--- config.mk ---
export PLATFORM = sky130hd
export DESIGN_NAME = sha256_byte_stream_hasher_top
export DESIGN_NICKNAME = d
export VERILOG_FILES = /design/src/design/sha256_pkg.sv /design/src/design/sha256_datapath.sv /design/src/design/sha256_ctrl.sv /design/src/design/sha256_byte_stream_hasher_top.sv
export SDC_FILE = /design/constraint.sdc
export NUM_CORES = 2
export LEC_CHECK = 0
export BUFFER_PORTS_ARGS = -buffer_cell sky130_fd_sc_hd__buf_2
export CORE_MARGIN = 8
export CORE_UTILIZATION = 40
export DETAILED_ROUTE_END_ITERATION = 8
export GPL_ROUTABILITY_DRIVEN = 1
export SLEW_MARGIN = 10
export SYNTH_ARGS = -nofsm -noshare
export SYNTH_HDL_FRONTEND = slang
export SYNTH_SLANG_ARGS = --single-unit
export TNS_END_PERCENT = 20
--- constraint.sdc ---
create_clock -name clk -period 24.2 [get_ports clk]
set_input_delay 1.21 -clock clk [delete_from_list [all_inputs] [get_ports clk]]
set_output_delay 1.21 -clock clk [all_outputs]
set_load 0.005 [all_outputs]
--- src/design/sha256_pkg.sv ---
// Shared types, constants and round functions for the SHA-256 byte stream hasher.
package sha256_pkg;

  localparam int unsigned BlockBytes   = 64;
  localparam int unsigned LengthOffset = 56;
  localparam logic [7:0]  PadMark      = 8'h80;
  localparam int unsigned CountWidth   = 61;
  localparam int unsigned Rounds       = 64;

  typedef enum logic [0:0] {
    REQ_ABSORB = 1'b0,
    REQ_FINISH = 1'b1
  } req_type_t;

  // Byte write source for the block store.
  typedef enum logic [1:0] {
    SRC_DATA = 2'd0,
    SRC_PAD  = 2'd1,
    SRC_ZERO = 2'd2,
    SRC_LEN  = 2'd3
  } byte_src_t;

  // Commands from the controller to the datapath.
  typedef struct packed {
    logic      wr_byte;     // write one byte at the fill pointer and advance it
    byte_src_t src;
    logic      count_byte;  // count one message byte
    logic      start;       // begin a compression of the block store
    logic      clear;       // return to the initial state
  } sha256_cmd_t;

  // Status from the datapath to the controller.
  typedef struct packed {
    logic       busy;       // compression in progress
    logic [5:0] fill;       // fill pointer
  } sha256_sts_t;

  typedef logic [31:0] word_t;

  function automatic word_t round_k(input logic [5:0] i);
    word_t k [64] = '{
      32'h428a2f98, 32'h71374491, 32'hb5c0fbcf, 32'he9b5dba5,
      32'h3956c25b, 32'h59f111f1, 32'h923f82a4, 32'hab1c5ed5,
      32'hd807aa98, 32'h12835b01, 32'h243185be, 32'h550c7dc3,
      32'h72be5d74, 32'h80deb1fe, 32'h9bdc06a7, 32'hc19bf174,
      32'he49b69c1, 32'hefbe4786, 32'h0fc19dc6, 32'h240ca1cc,
      32'h2de92c6f, 32'h4a7484aa, 32'h5cb0a9dc, 32'h76f988da,
      32'h983e5152, 32'ha831c66d, 32'hb00327c8, 32'hbf597fc7,
      32'hc6e00bf3, 32'hd5a79147, 32'h06ca6351, 32'h14292967,
      32'h27b70a85, 32'h2e1b2138, 32'h4d2c6dfc, 32'h53380d13,
      32'h650a7354, 32'h766a0abb, 32'h81c2c92e, 32'h92722c85,
      32'ha2bfe8a1, 32'ha81a664b, 32'hc24b8b70, 32'hc76c51a3,
      32'hd192e819, 32'hd6990624, 32'hf40e3585, 32'h106aa070,
      32'h19a4c116, 32'h1e376c08, 32'h2748774c, 32'h34b0bcb5,
      32'h391c0cb3, 32'h4ed8aa4a, 32'h5b9cca4f, 32'h682e6ff3,
      32'h748f82ee, 32'h78a5636f, 32'h84c87814, 32'h8cc70208,
      32'h90befffa, 32'ha4506ceb, 32'hbef9a3f7, 32'hc67178f2
    };
    return k[i];
  endfunction

  function automatic word_t initial_h(input logic [2:0] i);
    word_t h [8] = '{
      32'h6a09e667, 32'hbb67ae85, 32'h3c6ef372, 32'ha54ff53a,
      32'h510e527f, 32'h9b05688c, 32'h1f83d9ab, 32'h5be0cd19
    };
    return h[i];
  endfunction

  function automatic word_t rotr(input word_t x, input int unsigned n);
    return (x >> n) | (x << (32 - n));
  endfunction

endpackage

--- src/design/sha256_datapath.sv ---
// Block store, message schedule, round unit and chaining words.
module sha256_datapath (
  input  logic                   clk,
  input  logic                   rst_n,
  input  sha256_pkg::sha256_cmd_t cmd,
  input  logic [7:0]             data_byte,
  output sha256_pkg::sha256_sts_t sts,
  output logic [255:0]           digest
);

  logic [31:0] store_r [16];
  logic [5:0]  fill_r, fill_nxt;
  logic [sha256_pkg::CountWidth-1:0] count_r, count_nxt;
  logic [31:0] h_r [8];
  logic [31:0] v_r [8];
  logic [31:0] w_r [16];
  logic [5:0]  round_r;
  logic        busy_r, busy_nxt;
  logic        fold_r;
  logic [7:0]  wr_data;
  logic [63:0] bits;
  logic [2:0]  len_idx;
  logic [31:0] s0, s1, w_new, wt, t1, t2;
  logic [31:0] e, a;
  logic [31:0] last_word;

  assign bits    = {count_r, 3'b000};
  assign len_idx = fill_r[2:0];

  always_comb begin
    unique case (cmd.src)
      sha256_pkg::SRC_DATA: wr_data = data_byte;
      sha256_pkg::SRC_PAD:  wr_data = sha256_pkg::PadMark;
      sha256_pkg::SRC_ZERO: wr_data = 8'h00;
      sha256_pkg::SRC_LEN:  wr_data = bits[(7 - len_idx) * 8 +: 8];
      default:              wr_data = 8'h00;
    endcase
  end

  // Every start comes with the write of byte 63, so that byte is merged in on the load.
  assign last_word = {store_r[15][31:8], wr_data};

  // The schedule window is a 16-word shift line; w_r[0] is the word of this round.
  assign wt = w_r[0];
  assign s0 = sha256_pkg::rotr(w_r[1], 7) ^ sha256_pkg::rotr(w_r[1], 18) ^ (w_r[1] >> 3);
  assign s1 = sha256_pkg::rotr(w_r[14], 17) ^ sha256_pkg::rotr(w_r[14], 19)
            ^ (w_r[14] >> 10);
  assign w_new = w_r[0] + s0 + w_r[9] + s1;

  assign e  = v_r[4];
  assign a  = v_r[0];
  assign t1 = v_r[7] + (sha256_pkg::rotr(e, 6) ^ sha256_pkg::rotr(e, 11)
            ^ sha256_pkg::rotr(e, 25)) + ((e & v_r[5]) ^ (~e & v_r[6]))
            + sha256_pkg::round_k(round_r) + wt;
  assign t2 = (sha256_pkg::rotr(a, 2) ^ sha256_pkg::rotr(a, 13) ^ sha256_pkg::rotr(a, 22))
            + ((a & v_r[1]) ^ (a & v_r[2]) ^ (v_r[1] & v_r[2]));

  always_comb begin
    fill_nxt  = cmd.wr_byte ? fill_r + 6'd1 : fill_r;
    count_nxt = cmd.count_byte ? count_r + 1'b1 : count_r;
    busy_nxt  = busy_r;
    if (cmd.start) begin
      busy_nxt = 1'b1;
    end else if (busy_r && round_r == 6'd63) begin
      busy_nxt = 1'b0;
    end
    if (cmd.clear) begin
      fill_nxt  = '0;
      count_nxt = '0;
    end
  end

  // Bytes are stored big-endian within each word, byte 4*i in the top lane.
  always_ff @(posedge clk) begin
    if (cmd.wr_byte) begin
      store_r[fill_r[5:2]][(3 - fill_r[1:0]) * 8 +: 8] <= wr_data;
    end
  end

  always_ff @(posedge clk) begin
    if (!rst_n) begin
      fill_r  <= '0;
      count_r <= '0;
      busy_r  <= 1'b0;
      fold_r  <= 1'b0;
      round_r <= '0;
      for (int i = 0; i < 8; i++) h_r[i] <= sha256_pkg::initial_h(3'(i));
    end else begin
      fill_r  <= fill_nxt;
      count_r <= count_nxt;
      busy_r  <= busy_nxt;
      fold_r  <= busy_r && round_r == 6'd63;
      if (cmd.start) begin
        round_r <= '0;
      end else if (busy_r) begin
        round_r <= round_r + 6'd1;
      end
      if (cmd.clear) begin
        for (int i = 0; i < 8; i++) h_r[i] <= sha256_pkg::initial_h(3'(i));
      end else if (fold_r) begin
        for (int i = 0; i < 8; i++) h_r[i] <= h_r[i] + v_r[i];
      end
    end
  end

  always_ff @(posedge clk) begin
    if (cmd.start) begin
      for (int i = 0; i < 8; i++) v_r[i] <= h_r[i];
      for (int i = 0; i < 15; i++) w_r[i] <= store_r[i];
      w_r[15] <= last_word;
    end else if (busy_r) begin
      v_r[7] <= v_r[6];
      v_r[6] <= v_r[5];
      v_r[5] <= e;
      v_r[4] <= v_r[3] + t1;
      v_r[3] <= v_r[2];
      v_r[2] <= v_r[1];
      v_r[1] <= a;
      v_r[0] <= t1 + t2;
      for (int i = 0; i < 15; i++) w_r[i] <= w_r[i+1];
      w_r[15] <= w_new;
    end
  end

  assign sts.busy = busy_r | fold_r;
  assign sts.fill = fill_r;
  assign digest = {h_r[7], h_r[6], h_r[5], h_r[4], h_r[3], h_r[2], h_r[1], h_r[0]};

endmodule

--- src/design/sha256_ctrl.sv ---
// Request sequencer: intake, padding, compression start and digest hand-off.
module sha256_ctrl (
  input  logic                    clk,
  input  logic                    rst_n,
  input  logic                    in_tvalid,
  output logic                    in_tready,
  input  logic                    in_tuser,
  output logic                    out_tvalid,
  input  logic                    out_tready,
  input  logic [255:0]            digest,
  output logic [255:0]            out_tdata,
  output sha256_pkg::sha256_cmd_t cmd,
  input  sha256_pkg::sha256_sts_t sts
);

  typedef enum logic [2:0] {
    ST_IDLE, ST_WAIT, ST_PAD_FILL, ST_PAD_ZERO, ST_PAD_LEN, ST_LAST, ST_EMIT
  } state_t;

  state_t       state_r;
  logic         out_valid_r;
  logic [255:0] out_data_r;
  logic         accept;

  assign in_tready  = state_r == ST_IDLE && !sts.busy;
  assign accept     = in_tvalid && in_tready;
  assign out_tvalid = out_valid_r;
  assign out_tdata  = out_data_r;

  always_comb begin
    cmd = '0;
    unique case (state_r)
      ST_IDLE: begin
        if (accept) begin
          cmd.wr_byte = 1'b1;
          if (in_tuser == sha256_pkg::REQ_ABSORB) begin
            cmd.src        = sha256_pkg::SRC_DATA;
            cmd.count_byte = 1'b1;
            cmd.start      = sts.fill == 6'd63;
          end else begin
            cmd.src = sha256_pkg::SRC_PAD;
            cmd.start = sts.fill == 6'd63;
          end
        end
      end
      ST_PAD_FILL: begin
        // Length does not fit behind the mark: zero out this block and compress it.
        cmd.wr_byte = 1'b1;
        cmd.src     = sha256_pkg::SRC_ZERO;
        cmd.start   = sts.fill == 6'd63;
      end
      ST_PAD_ZERO: begin
        if (!sts.busy && sts.fill != 6'(sha256_pkg::LengthOffset)) begin
          cmd.wr_byte = 1'b1;
          cmd.src     = sha256_pkg::SRC_ZERO;
        end
      end
      ST_PAD_LEN: begin
        cmd.wr_byte = 1'b1;
        cmd.src     = sha256_pkg::SRC_LEN;
        cmd.start   = sts.fill == 6'd63;
      end
      ST_EMIT: begin
        cmd.clear = !out_valid_r || out_tready;
      end
      default: cmd = '0;
    endcase
  end

  always_ff @(posedge clk) begin
    if (!rst_n) begin
      state_r     <= ST_IDLE;
      out_valid_r <= 1'b0;
      out_data_r  <= '0;
    end else begin
      if (state_r == ST_EMIT && (!out_valid_r || out_tready)) begin
        out_valid_r <= 1'b1;
        out_data_r  <= digest;
      end else if (out_valid_r && out_tready) begin
        out_valid_r <= 1'b0;
      end
      unique case (state_r)
        ST_IDLE: begin
          if (accept && in_tuser == sha256_pkg::REQ_FINISH) begin
            if (sts.fill == 6'd63) begin
              state_r <= ST_PAD_ZERO;
            end else if (sts.fill >= 6'(sha256_pkg::LengthOffset)) begin
              state_r <= ST_PAD_FILL;
            end else begin
              state_r <= ST_PAD_ZERO;
            end
          end
        end
        ST_PAD_FILL: if (sts.fill == 6'd63) state_r <= ST_PAD_ZERO;
        ST_PAD_ZERO: begin
          if (!sts.busy && sts.fill == 6'(sha256_pkg::LengthOffset)) state_r <= ST_PAD_LEN;
        end
        ST_PAD_LEN: if (sts.fill == 6'd63) state_r <= ST_LAST;
        ST_LAST: if (!sts.busy) state_r <= ST_EMIT;
        ST_EMIT: begin
          if (!out_valid_r || out_tready) begin
            state_r <= ST_WAIT;
          end
        end
        ST_WAIT: state_r <= ST_IDLE;
        default: state_r <= ST_IDLE;
      endcase
    end
  end

endmodule

--- src/design/sha256_byte_stream_hasher_top.sv ---
// Top level of the SHA-256 byte stream hasher.
//   channel  dir  payload
//   in_*     in   tdata = data_byte[7:0]; tuser = req_type
//   out_*    out  tdata = digest_word_0 .. digest_word_7, 32 bits each
// The 64th byte of a block starts a compression of 64 rounds and a fold into
// the chaining words, one round per cycle in the shared round unit, during
// which no request is taken. A finish request writes padding one byte a cycle
// while no compression is running, and runs one or two compressions.
// Reset (rst_n low, synchronous) restores the initial hash.
// The digest sits in an output register; a stalled out_tready holds it.
module sha256_byte_stream_hasher_top (
  input  logic         clk,
  input  logic         rst_n,
  input  logic         in_tvalid,
  output logic         in_tready,
  input  logic [7:0]   in_tdata,   // data_byte
  input  logic         in_tuser,   // req_type
  output logic         out_tvalid,
  input  logic         out_tready,
  output logic [255:0] out_tdata   // digest_word_0 .. digest_word_7
);

  sha256_pkg::sha256_cmd_t cmd;
  sha256_pkg::sha256_sts_t sts;
  logic [255:0]            digest;

  sha256_ctrl u_ctrl (
    .clk, .rst_n, .in_tvalid, .in_tready, .in_tuser,
    .out_tvalid, .out_tready, .digest, .out_tdata, .cmd, .sts
  );

  sha256_datapath u_dp (
    .clk, .rst_n, .cmd, .data_byte(in_tdata), .sts, .digest
  );

endmodule

==> flow_summary_export.csv <==
group,metric,value,unit
run_status,status,"finished, final reports clean",
worst_setup_path,r2r-start,"u_dp.round_r[1]",
clocking,cts_setup_buffers,0,
routing,num_vias,66800,
sta,setup_viol,0,
clocking,clk_latency,0.90,ns
final_layout,nets,9268,
place,hpwl,218000,µm
clocking,path_clk_slew,0.06,ns
die,die_x,509,µm
die,num_rows,181,
die,die_area,259000,µm²
grt,grt_max_degree,122,
worst_setup_path,critPathKind,"flip-flop to flip-flop",
worst_setup_path,slowest_stage,"fa_1",
place,portBuffers,270,
pwr,power_density,62.8,nW/µm²
pwr,p_switching,1530,µW
grt,grt_usage,22.6,%
yosys,synth_area,97100,µm²
pwr,ir_drop,60.5,µV
clocking,hold_buffers,0,
final_layout,fin_area,108000,µm²
clocking,numCtsBuffers,197,
yosys,synth.top_cells.by_area,"edfxtp_1 (46%), dfxtp_1 (7.6%), mux2_2 (6.1%), nand2_1 (5.7%), ha_1 (5.1%)",
sta,fin_worst_skew,0.0868,ns
routing,drt_pass1_iterations,8,
clocking,ctsResizeCount,0,
grt,grt_pass1_wl,441000,µm
routing,wire_per_inst,25.1,µm
worst_hold_path,min_from,"u_ctrl.out_tdata[66]",
sta,slew_violations,0,
pwr,power.share.switching,22.5,%
pwr,power.leakage,0.0392,µW
place,place.gp.congestion,0.962,
yosys,synth_cell_types,90,
final_layout,final_core_util,44.8,%
yosys,synth_top_area_share,46.2,%
yosys,synth-seq-area-share,53.8,%
routing,drc,0,
pwr,clockPowerShare,44.8,%
sta,fin_crit,10.33,ns
routing,totalWireLength,303000,µm
yosys,synth_top_area_cell,"edfxtp_1",
sta,fmax,96.8,MHz
yosys,synth_edf_count,1496,
worst_setup_path,crit_fanout,28,
worst_setup_path,start_kind,"flip-flop",
yosys,ys_seq_elements,1863,
die,ios,271,
clocking,cts.sinks,1863,
worst_setup_path,crit_required,24.77,ns
clocking,tritoncts,"built",
sta,post-route-period-util,42.7,%
sta,tightest_slew,1.20,ns
yosys,async_flop_share,0,%
routing,ant_nets,0,
pwr,seqPwrFrac,51.5,%
die,coreArea,242000,µm²
sta,rsz0062_at_grt,"false",
run,drv_cap,0,
yosys,syn_avg_cell_area,11.4,µm²
yosys,synth_ff_type,"edfxtp_1",
final_layout,layout_commonest_cell,"edfxtp_1",
yosys,netlist_instances,8491,
worst_setup_path,cp-startpoint,"u_dp.round_r[1]",
sta,setup_tns,0,ns
final_layout,final_cell_mix,"edfxtp_1 (1496), nand2_1 (1472), mux2_2 (524)",
sta,finalHoldViolations,0,
worst_setup_path,slowest_delay,0.55,ns
final_layout,area_growth,11.6,%
routing,drt_iter0_markers,6270,
yosys,synth_warnings,0,
pwr,pwr-share-comb,3.7,%
worst_setup_path,endpoint_kind,"flip-flop",
yosys,synth_fp_nets,9097,
pwr,p_int,5280,µW
grt,antenna_found_initial,8,
die,die_h,509,µm
clocking,cts_max_path_buffers,3,
clocking,htree_levels,4,
worst_setup_path,cp.arrival,10.90,ns
sta,maxSlewHeadroom,18.0,%
grt,grt_pass1_vias,65500,
clocking,cts_root_buffer,"clkbuf_16",
routing,vias_per_cell,5.54,
grt,overflow,0,
final_layout,fill_cells,22400,
die,floorplan.initialDensity,40.1,%
final_layout,drive_gt1_share,14.4,%
worst_hold_path,timing.hold.worst.class,"flip-flop to flip-flop",
place,dpl-instance-area,102000,µm²
==> sequential cells by signal (all words and copies together) (netlist names) <==
register,flops
u_dp.store_r,504
u_dp.busy_r,1
u_ctrl.out_tvalid,1
u_ctrl.out_tdata,256
u_dp.round_r,6
u_dp.v_r,256
u_dp.count_r,61
u_dp.w_r,512
u_dp.h_r,256
u_dp.fill_r,6
u_ctrl.state_r,3
u_dp.fold_r,1
==> cells by family (layout without fill, tap and decap cells) <==
| group | Yosys count | after routing | share of synthesized area, % |
|---|---|---|---|
| adders and majority gates | 618 | 618 | 9.40 |
| muxes | 583 | 583 | 6.94 |
| buffers and inverters | 681 | 1021 | 2.64 |
| and+or+nand+nor | 2502 | 2502 | 10.9 |
| AOI/OAI and AO/OA | 1627 | 1627 | 10.8 |
| other | 0 | 7 | 0 |
| xor gates and xnor gates | 617 | 617 | 5.59 |
| DFF | 1863 | 1863 | 53.8 |
==> worst paths after layout <==
check	cells past startpoint	end	slack, ns
max	37	u_dp.v_r[0][30]	13.87
min	2	u_ctrl.out_tdata[66]	0.46
min reg2reg	2	u_ctrl.out_tdata[66]	0.46
max reg2reg	37	u_dp.v_r[0][30]	13.87
==> power groups by stage <==
stage / clock [µW] / sequential, µW / combinational (µW)
2_1_floorplan: 0 / 3570 / 141
3_3_place_gp: 0 / 3580 / 248
3_5_place_dp: 0 / 3580 / 253
4_1_cts: 3110 / 3510 / 254
5_1_grt: 3230 / 3510 / 268
6_report: 3050 / 3510 / 249
==> synthesized netlist by cell type, drive strengths merged, types with 37 or more instances <==
| cell type | instances |
|---|---|
| xor2 | 232 |
| a211oi | 60 |
| nor2 | 498 |
| mux2 | 524 |
| o21ai | 357 |
| fa | 195 |
| mux2i | 39 |
| a21oi | 418 |
| clkbuf | 370 |
| a31oi | 48 |
| ha | 398 |
| o21a | 53 |
| nand3 | 91 |
| nand2b | 68 |
| a21o | 178 |
| xnor2 | 383 |
| or3 | 52 |
| nand2 | 1479 |
| nor2b | 59 |
| a21boi | 267 |
| nor3 | 88 |
| o21bai | 37 |
| dfxtp | 367 |
| inv | 279 |
| and3 | 54 |
| edfxtp | 1496 |
==> layout make-up <==
type	instances	area (µm²)	area share [%]
Sequential cell	1863	52300	48.2
Multi-Input combinational cell	5947	42400	39.1
Clock buffer	273	5450	5.03
Tap cell	3202	4010	3.69
Timing Repair Buffer	372	2150	1.98
Clock inverter	95	1080	0.996
Inverter	281	1050	0.972
Antenna cell	7	17.5	0.0162
==> per-stage QoR <==
step	setup WS (ns)	instances	power [µW]	hold WS [ns]
final	13.87	12000	6810	0.460
after global routing	13.26	12000	7010	0.481
after global placement	14.20	11700	3830	0.450
after detailed placement	14.22	11700	3830	0.455
after floorplan	3.54	8491	3710	0.459
after CTS	14.11	12000	6880	0.463
==> layer usage <==
metal  share of wire [%]  global-route usage [%]  up-vias
met2                  46                    36.9     2268
li1                    -                       -    30600
met3                 6.4                    3.58      514
met5              0.0089                       0        -
met1                  43                    30.4    33300
met4                 4.4                    8.71        4
==> worst max-delay path: cells and delay by family (launching register included) <==
family / cells / cell delay (ns)
AO/OA/AOI/OAI: 11 / 2.81
flip-flops: 1 / 0.31
buffers and inverters: 5 / 1.16
AND/OR/NAND/NOR: 11 / 1.82
XOR/XNOR: 2 / 0.41
adder cells (fa/ha/maj): 8 / 3.49
No activity file was read; power rests on OpenSTA's default activity.
